### src/rtl/core/ffds_pkg.sv
// ----------------------------------------------------------------------------
// ffds_pkg: shared types and constants for the frame deframer scaler
// Frame markers, field widths, register map and the channel cell payload.
// ----------------------------------------------------------------------------
`default_nettype none

package ffds_pkg;

    // default channel count of a frame
    localparam int NUM_CHANNELS_DEF = 16;

    // frame markers
    localparam logic [7:0] HEAD0 = 8'hAA;
    localparam logic [7:0] HEAD1 = 8'hBB;
    localparam logic [7:0] TAIL0 = 8'hCC;
    localparam logic [7:0] TAIL1 = 8'hDD;

    // field widths
    localparam int BYTE_W   = 8;
    localparam int RAW_W    = 16;
    localparam int GAIN_W   = 24;
    localparam int SPLIT_W  = 5;
    localparam int CH_W     = 4;
    localparam int PROD_W   = 40;
    localparam int OUT_TD_W = 48;

    // configuration port
    localparam int APB_ADDR_W = 4;
    localparam int APB_DATA_W = 32;

    localparam logic [1:0] REG_LOW_GAIN  = 2'd0;
    localparam logic [1:0] REG_HIGH_GAIN = 2'd1;
    localparam logic [1:0] REG_SPLIT     = 2'd2;

    localparam logic [GAIN_W-1:0]  LOW_GAIN_RST  = 24'd5120;
    localparam logic [GAIN_W-1:0]  HIGH_GAIN_RST = 24'd16777;
    localparam logic [SPLIT_W-1:0] SPLIT_RST     = 5'd8;

    // one channel held in a channel cell
    typedef struct packed {
        logic signed [RAW_W-1:0] raw;
        logic [CH_W-1:0]         ch;
        logic                    last;
        logic                    use_high;
    } chan_beat_t;

endpackage

`default_nettype wire

### src/rtl/core/ffds_win_cell.sv
// ----------------------------------------------------------------------------
// ffds_win_cell: one byte cell of the receive window shift line
// Takes the byte of its younger neighbor on every accepted input beat.
// ----------------------------------------------------------------------------
`default_nettype none

module ffds_win_cell
    import ffds_pkg::*;
(
    input  wire logic              aclk,
    input  wire logic              shift_en,
    input  wire logic [BYTE_W-1:0] byte_in,
    output logic      [BYTE_W-1:0] byte_out
);

    logic [BYTE_W-1:0] byte_reg;

    // advance the window by one byte
    always_ff @(posedge aclk) begin
        if (shift_en) begin
            byte_reg <= byte_in;
        end
    end

    assign byte_out = byte_reg;

endmodule

`default_nettype wire

### src/rtl/core/ffds_chan_cell.sv
// ----------------------------------------------------------------------------
// ffds_chan_cell: one channel cell of the result drain chain
// Loads its channel when a frame is found, then moves toward the head.
// ----------------------------------------------------------------------------
`default_nettype none

module ffds_chan_cell
    import ffds_pkg::*;
(
    input  wire logic       aclk,
    input  wire logic       aresetn,
    input  wire logic       load,
    input  wire logic       shift_en,
    input  wire chan_beat_t load_data,
    input  wire chan_beat_t next_data,
    input  wire logic       next_valid,
    output chan_beat_t      cell_data,
    output logic            cell_valid
);

    chan_beat_t data_reg;
    logic       valid_reg;

    // occupancy: set on load, take the neighbor's on shift
    always_ff @(posedge aclk) begin
        if (!aresetn) begin
            valid_reg <= 1'b0;
        end else if (load) begin
            valid_reg <= 1'b1;
        end else if (shift_en) begin
            valid_reg <= next_valid;
        end
    end

    // payload
    always_ff @(posedge aclk) begin
        if (load) begin
            data_reg <= load_data;
        end else if (shift_en) begin
            data_reg <= next_data;
        end
    end

    assign cell_data  = data_reg;
    assign cell_valid = valid_reg;

endmodule

`default_nettype wire

### src/rtl/core/ffds_scale.sv
// ----------------------------------------------------------------------------
// ffds_scale: gain select, multiply and output register
// Scales the head channel by its group gain into the result beat register.
// ----------------------------------------------------------------------------
`default_nettype none

module ffds_scale
    import ffds_pkg::*;
(
    input  wire logic              aclk,
    input  wire logic              aresetn,
    input  wire logic              head_valid,
    input  wire chan_beat_t        head_data,
    input  wire logic [GAIN_W-1:0] low_gain,
    input  wire logic [GAIN_W-1:0] high_gain,
    output logic                   pop,
    output logic                   out_valid,
    input  wire logic              out_ready,
    output logic [CH_W-1:0]        out_ch,
    output logic [PROD_W-1:0]      out_value,
    output logic                   out_last
);

    logic                    out_valid_reg;
    logic [CH_W-1:0]         ch_reg;
    logic [PROD_W-1:0]       value_reg;
    logic                    last_reg;
    logic [GAIN_W-1:0]       gain;
    logic signed [GAIN_W:0]  gain_s;
    logic signed [PROD_W:0]  prod;

    // take the head when the output register is free or draining
    assign pop = head_valid && (!out_valid_reg || out_ready);

    // pick the group gain and multiply
    assign gain   = head_data.use_high ? high_gain : low_gain;
    assign gain_s = $signed({1'b0, gain});
    assign prod   = (PROD_W+1)'(head_data.raw) * (PROD_W+1)'(gain_s);

    // output beat valid
    always_ff @(posedge aclk) begin
        if (!aresetn) begin
            out_valid_reg <= 1'b0;
        end else if (pop) begin
            out_valid_reg <= 1'b1;
        end else if (out_ready) begin
            out_valid_reg <= 1'b0;
        end
    end

    // output beat payload
    always_ff @(posedge aclk) begin
        if (pop) begin
            ch_reg    <= head_data.ch;
            value_reg <= prod[PROD_W-1:0];
            last_reg  <= head_data.last;
        end
    end

    assign out_valid = out_valid_reg;
    assign out_ch    = ch_reg;
    assign out_value = value_reg;
    assign out_last  = last_reg;

endmodule

`default_nettype wire

### src/rtl/core/fixed_frame_deframer_scaler.sv
// ----------------------------------------------------------------------------
// fixed_frame_deframer_scaler: fixed-length frame finder with channel scaling
// Finds AA BB <channels> CC DD frames in a byte stream and emits each
// little-endian int16 channel scaled by a Q0.24 group gain.
// ----------------------------------------------------------------------------
//
//  channel   | direction | tdata (low bit up)             | tlast
//  ----------+-----------+--------------------------------+--------------------
//  s_ bytes  | in        | stream_byte[7:0]               | buffer_end
//  m_ result | out       | channel[3:0], scaled_value[39:0]| frame_last
//  APB cfg   | in        | 0x0 low gain, 0x4 high gain, 0x8 group split
//
//  One input byte per cycle while s_tready is high. A found frame loads all
//  channel cells at once; they drain one result per cycle when m_tready is
//  high, through a single 16x24 multiplier into the output register.
//  The input stalls only when a byte could close a new frame while results
//  of the previous frame still sit in the channel cells.
//  Reset is synchronous; nothing needs a clearing pass.
//
`default_nettype none

module fixed_frame_deframer_scaler
    import ffds_pkg::*;
#(
    parameter int NUM_CHANNELS = NUM_CHANNELS_DEF
) (
    input  wire logic                  aclk,
    input  wire logic                  aresetn,
    // byte stream
    input  wire logic                  s_tvalid,
    output logic                       s_tready,
    input  wire logic [BYTE_W-1:0]     s_tdata,   // [7:0] stream_byte
    input  wire logic                  s_tlast,   // buffer_end
    // result stream
    output logic                       m_tvalid,
    input  wire logic                  m_tready,
    output logic [OUT_TD_W-1:0]        m_tdata,   // [3:0] channel, [43:4] scaled_value
    output logic                       m_tlast,   // frame_last
    // configuration
    input  wire logic                  psel,
    input  wire logic                  penable,
    input  wire logic                  pwrite,
    input  wire logic [APB_ADDR_W-1:0] paddr,
    input  wire logic [APB_DATA_W-1:0] pwdata,
    output logic [APB_DATA_W-1:0]      prdata,
    output logic                       pready
);

    localparam int FRAME_LEN = 2 * NUM_CHANNELS + 4;
    localparam int WIN_DEPTH = FRAME_LEN - 1;
    localparam int FILL_W    = $clog2(WIN_DEPTH + 1);

    logic [GAIN_W-1:0]  low_gain_reg;
    logic [GAIN_W-1:0]  high_gain_reg;
    logic [SPLIT_W-1:0] split_reg;

    logic [FILL_W-1:0]  fill_reg;
    logic [FILL_W-1:0]  fill_next;
    logic [FILL_W-1:0]  skip_reg;
    logic [FILL_W-1:0]  skip_next;

    logic [BYTE_W-1:0]  win [WIN_DEPTH];
    logic               s_fire;
    logic               can_close;
    logic               frame_hit;
    logic               cfg_wr;

    chan_beat_t         cell_data  [NUM_CHANNELS];
    logic               cell_valid [NUM_CHANNELS];
    chan_beat_t         load_data  [NUM_CHANNELS];
    logic               pop;
    logic [CH_W-1:0]    out_ch;
    logic [PROD_W-1:0]  out_value;

    // ---------------- configuration port ----------------
    assign pready = 1'b1;
    assign cfg_wr = psel && penable && pwrite && pready;

    always_ff @(posedge aclk) begin
        if (!aresetn) begin
            low_gain_reg  <= LOW_GAIN_RST;
            high_gain_reg <= HIGH_GAIN_RST;
            split_reg     <= SPLIT_RST;
        end else if (cfg_wr) begin
            unique case (paddr[3:2])
                REG_LOW_GAIN:  low_gain_reg  <= pwdata[GAIN_W-1:0];
                REG_HIGH_GAIN: high_gain_reg <= pwdata[GAIN_W-1:0];
                REG_SPLIT:     split_reg     <= pwdata[SPLIT_W-1:0];
                default:       ;
            endcase
        end
    end

    always_comb begin
        unique case (paddr[3:2])
            REG_LOW_GAIN:  prdata = {{(APB_DATA_W-GAIN_W){1'b0}}, low_gain_reg};
            REG_HIGH_GAIN: prdata = {{(APB_DATA_W-GAIN_W){1'b0}}, high_gain_reg};
            REG_SPLIT:     prdata = {{(APB_DATA_W-SPLIT_W){1'b0}}, split_reg};
            default:       prdata = '0;
        endcase
    end

    // ---------------- byte window ----------------
    // a byte could close a frame only with a full window outside the skip zone
    assign can_close = (skip_reg == '0) && (fill_reg == FILL_W'(WIN_DEPTH));
    assign s_tready  = !cell_valid[0] || !can_close;
    assign s_fire    = s_tvalid && s_tready;

    assign frame_hit = s_fire && can_close
                    && (win[0] == HEAD0) && (win[1] == HEAD1)
                    && (win[WIN_DEPTH-1] == TAIL0) && (s_tdata == TAIL1);

    // oldest byte at index 0, new bytes enter at the top
    for (genvar i = 0; i < WIN_DEPTH; i++) begin : g_win
        if (i == WIN_DEPTH - 1) begin : g_top
            ffds_win_cell u_cell (
                .aclk     (aclk),
                .shift_en (s_fire),
                .byte_in  (s_tdata),
                .byte_out (win[i])
            );
        end else begin : g_mid
            ffds_win_cell u_cell (
                .aclk     (aclk),
                .shift_en (s_fire),
                .byte_in  (win[i+1]),
                .byte_out (win[i])
            );
        end
    end

    // fill count and skip zone; buffer end drops both
    always_comb begin
        fill_next = fill_reg;
        skip_next = skip_reg;
        if (s_fire) begin
            if (s_tlast) begin
                fill_next = '0;
                skip_next = '0;
            end else begin
                if (fill_reg != FILL_W'(WIN_DEPTH)) begin
                    fill_next = fill_reg + FILL_W'(1);
                end
                if (skip_reg != '0) begin
                    skip_next = skip_reg - FILL_W'(1);
                end else if (frame_hit) begin
                    skip_next = FILL_W'(WIN_DEPTH);
                end
            end
        end
    end

    always_ff @(posedge aclk) begin
        if (!aresetn) begin
            fill_reg <= '0;
            skip_reg <= '0;
        end else begin
            fill_reg <= fill_next;
            skip_reg <= skip_next;
        end
    end

    // ---------------- channel cells ----------------
    for (genvar k = 0; k < NUM_CHANNELS; k++) begin : g_chan
        assign load_data[k].raw      = $signed({win[3+2*k], win[2+2*k]});
        assign load_data[k].ch       = CH_W'(k);
        assign load_data[k].last     = (k == NUM_CHANNELS - 1);
        assign load_data[k].use_high = (8'(k) >= {3'b000, split_reg});

        if (k == NUM_CHANNELS - 1) begin : g_end
            ffds_chan_cell u_cell (
                .aclk       (aclk),
                .aresetn    (aresetn),
                .load       (frame_hit),
                .shift_en   (pop),
                .load_data  (load_data[k]),
                .next_data  ('0),
                .next_valid (1'b0),
                .cell_data  (cell_data[k]),
                .cell_valid (cell_valid[k])
            );
        end else begin : g_mid
            ffds_chan_cell u_cell (
                .aclk       (aclk),
                .aresetn    (aresetn),
                .load       (frame_hit),
                .shift_en   (pop),
                .load_data  (load_data[k]),
                .next_data  (cell_data[k+1]),
                .next_valid (cell_valid[k+1]),
                .cell_data  (cell_data[k]),
                .cell_valid (cell_valid[k])
            );
        end
    end

    // ---------------- scaling and output ----------------
    ffds_scale u_scale (
        .aclk       (aclk),
        .aresetn    (aresetn),
        .head_valid (cell_valid[0]),
        .head_data  (cell_data[0]),
        .low_gain   (low_gain_reg),
        .high_gain  (high_gain_reg),
        .pop        (pop),
        .out_valid  (m_tvalid),
        .out_ready  (m_tready),
        .out_ch     (out_ch),
        .out_value  (out_value),
        .out_last   (m_tlast)
    );

    assign m_tdata = {{(OUT_TD_W-CH_W-PROD_W){1'b0}}, out_value, out_ch};

endmodule

`default_nettype wire
### config.mk
export PLATFORM = sky130hd
export DESIGN_NAME = fixed_frame_deframer_scaler
export DESIGN_NICKNAME = d
export VERILOG_FILES = /design/src/rtl/core/ffds_pkg.sv /design/src/rtl/core/ffds_win_cell.sv /design/src/rtl/core/ffds_chan_cell.sv /design/src/rtl/core/ffds_scale.sv /design/src/rtl/core/fixed_frame_deframer_scaler.sv
export SDC_FILE = /design/constraint.sdc
export NUM_CORES = 2
export LEC_CHECK = 0
export BUFFER_PORTS_ARGS = -buffer_cell sky130_fd_sc_hd__buf_2
export CORE_MARGIN = 4
export CORE_UTILIZATION = 60
export DETAILED_ROUTE_END_ITERATION = 10
export PLACE_DENSITY = 0.77
export SYNTH_ARGS = -nofsm -noshare
export SYNTH_HDL_FRONTEND = slang
export SYNTH_SLANG_ARGS = --single-unit
### constraint.sdc
create_clock -name aclk -period 8.8 [get_ports aclk]
set_input_delay 0.44 -clock aclk [delete_from_list [all_inputs] [get_ports aclk]]
set_output_delay 0.44 -clock aclk [all_outputs]
set_load 0.05 [all_outputs]
==> impl_metrics.tcl <==
set metrics [dict create \
    grt_max_degree 241 \
    arrival_ns 8.16 \
    die_h_um 265 \
    design_area_sq_mm 0.0433 \
    final_max_slew_viol_count 0 \
    yosys.area.top_type "edfxtp_1" \
    synth-main-ff-cell "edfxtp_1" \
    yosys_register_bits 750 \
    ys_async_sr_fraction_pct 0 \
    final_common_cell "edfxtp_1" \
    drtPass1Iterations 5 \
    layoutNonFillerInstCount 4203 \
    routed.top_layer "met5" \
    postRouteAntennaNets 0 \
    cp.required_ns 9.15 \
    finalWorstSetupSlack_ns 0.987 \
    hold_path_class "in -> reg" \
    h-tree-depth 3 \
    hpwl_mm 51.7 \
    relSlewSlack_pct 14.8 \
    clkSinkCount 750 \
    synth_top_family_by_area "adder cells" \
    cp-end-kind "flop" \
    crit_chain "buf_4 > mux2_2 > and2_1 > fa_1 > inv_1 > fa_1 > fa_1 > inv_1 > fa_1 > fa_1 > inv_1 > fa_1 > inv_1 > ha_1 > nand4_1 > nor2_1 > o21ai_0 > a211oi_1 > o2111ai_1 > o31ai_2 > a221oi_2 > xnor2_1" \
    synthMuxAreaShare_pct 1.43 \
    rr_worst_depth 22 \
    synthSimpleGateAreaFrac_pct 10.4 \
    finClkSkew_ns 0.0458 \
    finalCriticalPeriod_ns 7.81 \
    cts_buffer_depth 3 \
    r2r_start "g_chan[0].g_mid.u_cell.cell_data[0]" \
    grt_pass1_vias 25240 \
    insertion_delay_ns 0.64 \
    placed_area_sq_mm 0.0408 \
    cts_resized 0 \
    finalSetupViolCount 0 \
    area_delta_synth_final_pct 8.87 \
    grt_pass1_wl_mm 131 \
    layout-drive-gt1-share_pct 8.77 \
    seq_area_frac_synth_pct 52.8 \
    timing_worst_setup_path_type "reg -> reg" \
    clkTransAtPathRegs_ns 0.07 \
    fin_crit_sh_pct 88.8 \
    syn_area_per_cell_sq_um 12.3 \
    rsz0062_at_grt "no" \
    netlist.area_leader.share_pct 45.1 \
    synth.top_cells.by_area "edfxtp_1 45%, fa_1 15%, dfxtp_1 7.7%, a22o_1 5.5%, nand2_1 4.5%" \
    tightestPinTransition_ns 1.28 \
    antenna_found_initial 10 \
    die_w_um 265 \
    wl_per_cell_um 19.3 \
    largest_register_ffs 325 \
    cp_slowest_cell "mux2_2" \
    slowest_delay_ns 0.58 \
    vias 24207 \
    num_rows 94 \
    drcViolationCount 0 \
    startpoint "g_chan[0].g_mid.u_cell.cell_data[0]" \
    crit_path_start_kind "flop" \
    timing.setup.tns_ns 0 \
    dieArea_sq_mm 0.0705 \
    nets 3766 \
    p_leak_nw 17.0 \
    post-route-util_pct 65.9 \
    total_power_mw 9.44 \
    core_sq_mm 0.0657 \
    crit_path_max_fanout 17 \
    synthXorXnorAreaFrac_pct 0.969 \
    timing.reg2reg.setup_slack_ns 0.99 \
    cap_violations 0 \
    wl_mm 81.1 \
    cp_common_cell "fa_1" \
    dr_wl_met2_mm 39.1 \
    endpoint "u_scale.out_value[38]" \
    placedCellCount 4055 \
    cts_root_buf "clkbuf_16" \
    timing.fmax_ghz 0.128 \
    cts_buffers 72 \
    r2r-end "u_scale.out_value[38]" \
    layout_common_cells "597 x edfxtp_1, 475 x nand2_1, 386 x inv_1" \
    via_per_inst 5.76 \
    synthAdderAreaFrac_pct 19.6 \
    final_hold_viol_count 0 \
    synth_edf_count 597 \
    synth-compound-area-share_pct 8.90 \
    grt_overflow 0 \
    pwr_density_cell_mw_per_mm2 218 \
    cts_tree "built" \
    grt_usage_pct 23.1 \
    synth_cell_types 64 \
    io_pins 136 \
    place_ws_ns 1.06 \
    start_util_pct 60.5 \
    wl_met1_mm 32.5 \
    drt-initial-drc-count 2176 \
    syn-cell-area_sq_mm 0.0398 \
    vdd_drop_max_uv 183 \
    postSynthCellCount 3239 \
    hold_slack_ns 0.0505 \
    status "finished, final reports clean" \
    portBuffers 112 \
    wl_met3_mm 6.93 \
    ys_warn_count 0 \
    gp_congestion 0.905 \
]
cells in the mapped netlist, drive strengths merged (3+ instances only):
cell / n
buf: 51
inv: 388
nor3: 23
a21o: 21
edfxtp: 597
and3: 3
nor2: 95
mux2i: 31
a21boi: 4
nor2b: 17
ha: 135
a31oi: 7
o21bai: 8
clkbuf: 136
o211ai: 6
nand2b: 6
nand2: 478
or2: 8
xnor2: 22
a211oi: 8
o31ai: 5
a21oi: 75
fa: 306
and2: 175
mux2: 23
xor2: 22
o21ai: 79
nand4: 10
a22o: 252
dfxtp: 153
a221oi: 3
nand3: 68
report_power, final:
part           switching (mW)  leakage [nW]  total [mW]  internal, mW
clock                    1.37          1.17        3.10          1.73
sequential             0.0442          6.26        4.05          4.01
combinational            1.39          9.53        2.28         0.887
total                    2.81          17.0        9.44          6.62
layout make-up:
type	instances	area (sq um)
sequential	750	21000
fill	4658	22400
inverter	388	1470
antenna	9	22.5
tap	864	1080
timing repair buffer	136	798
multi-input combinational	1925	16500
clock inverter	46	498
clock buffer	85	1910
worst min-delay path by stage:
| stage | depth (start not counted) | slack, ns | startpoint | endpoint |
|---|---|---|---|---|
| 2_1_floorplan | 0 | 0.41 | g_chan[0].g_mid.u_cell.cell_data[2] | u_scale.out_ch[0] |
| 3_3_place_gp | 0 | 0.41 | g_chan[0].g_mid.u_cell.cell_data[4] | u_scale.out_ch[2] |
| 3_5_place_dp | 0 | 0.42 | g_chan[0].g_mid.u_cell.cell_data[2] | u_scale.out_ch[0] |
| 4_1_cts | 3 | 0.02 | pwdata[8] | high_gain_reg[8] |
| 5_1_grt | 3 | 0.04 | pwdata[21] | high_gain_reg[21] |
| 6_report | 3 | 0.05 | pwdata[16] | high_gain_reg[16] |
logic make-up after synthesis:
logic type                 Yosys count
buffers and inverters              575
other                                2
and+or+nand+nor                    898
DFF                                750
AOI/OAI and AO/OA                  475
adders and majority gates          441
muxes                               54
xor gates and xnor gates            44
per-layer routing:
metal | up-vias | track usage (%)
li1 | 11023 | -
met1 | 12144 | 30.4
met2 | 836 | 38.0
met3 | 196 | 6.28
met4 | 8 | 7.41
met5 | - | 0
what timing repair did:
| action | in CTS | in global routing |
|---|---|---|
| hold endpoints to repair | 8 | 0 |
| hold buffers | 8 | 0 |
| setup buffers | 0 | 0 |
critical path, delay by kind of cell (launching register included):
kind	cells	cell delay [ns]
adder cells (fa/ha/maj)	7	3.34
AO/OA/AOI/OAI	5	1.76
buffers and inverters	5	0.60
multiplexers	1	0.58
flip-flops	1	0.57
AND/OR/NAND/NOR	3	0.52
XOR/XNOR	1	0.14
No activity file was read; power rests on OpenSTA's default activity.
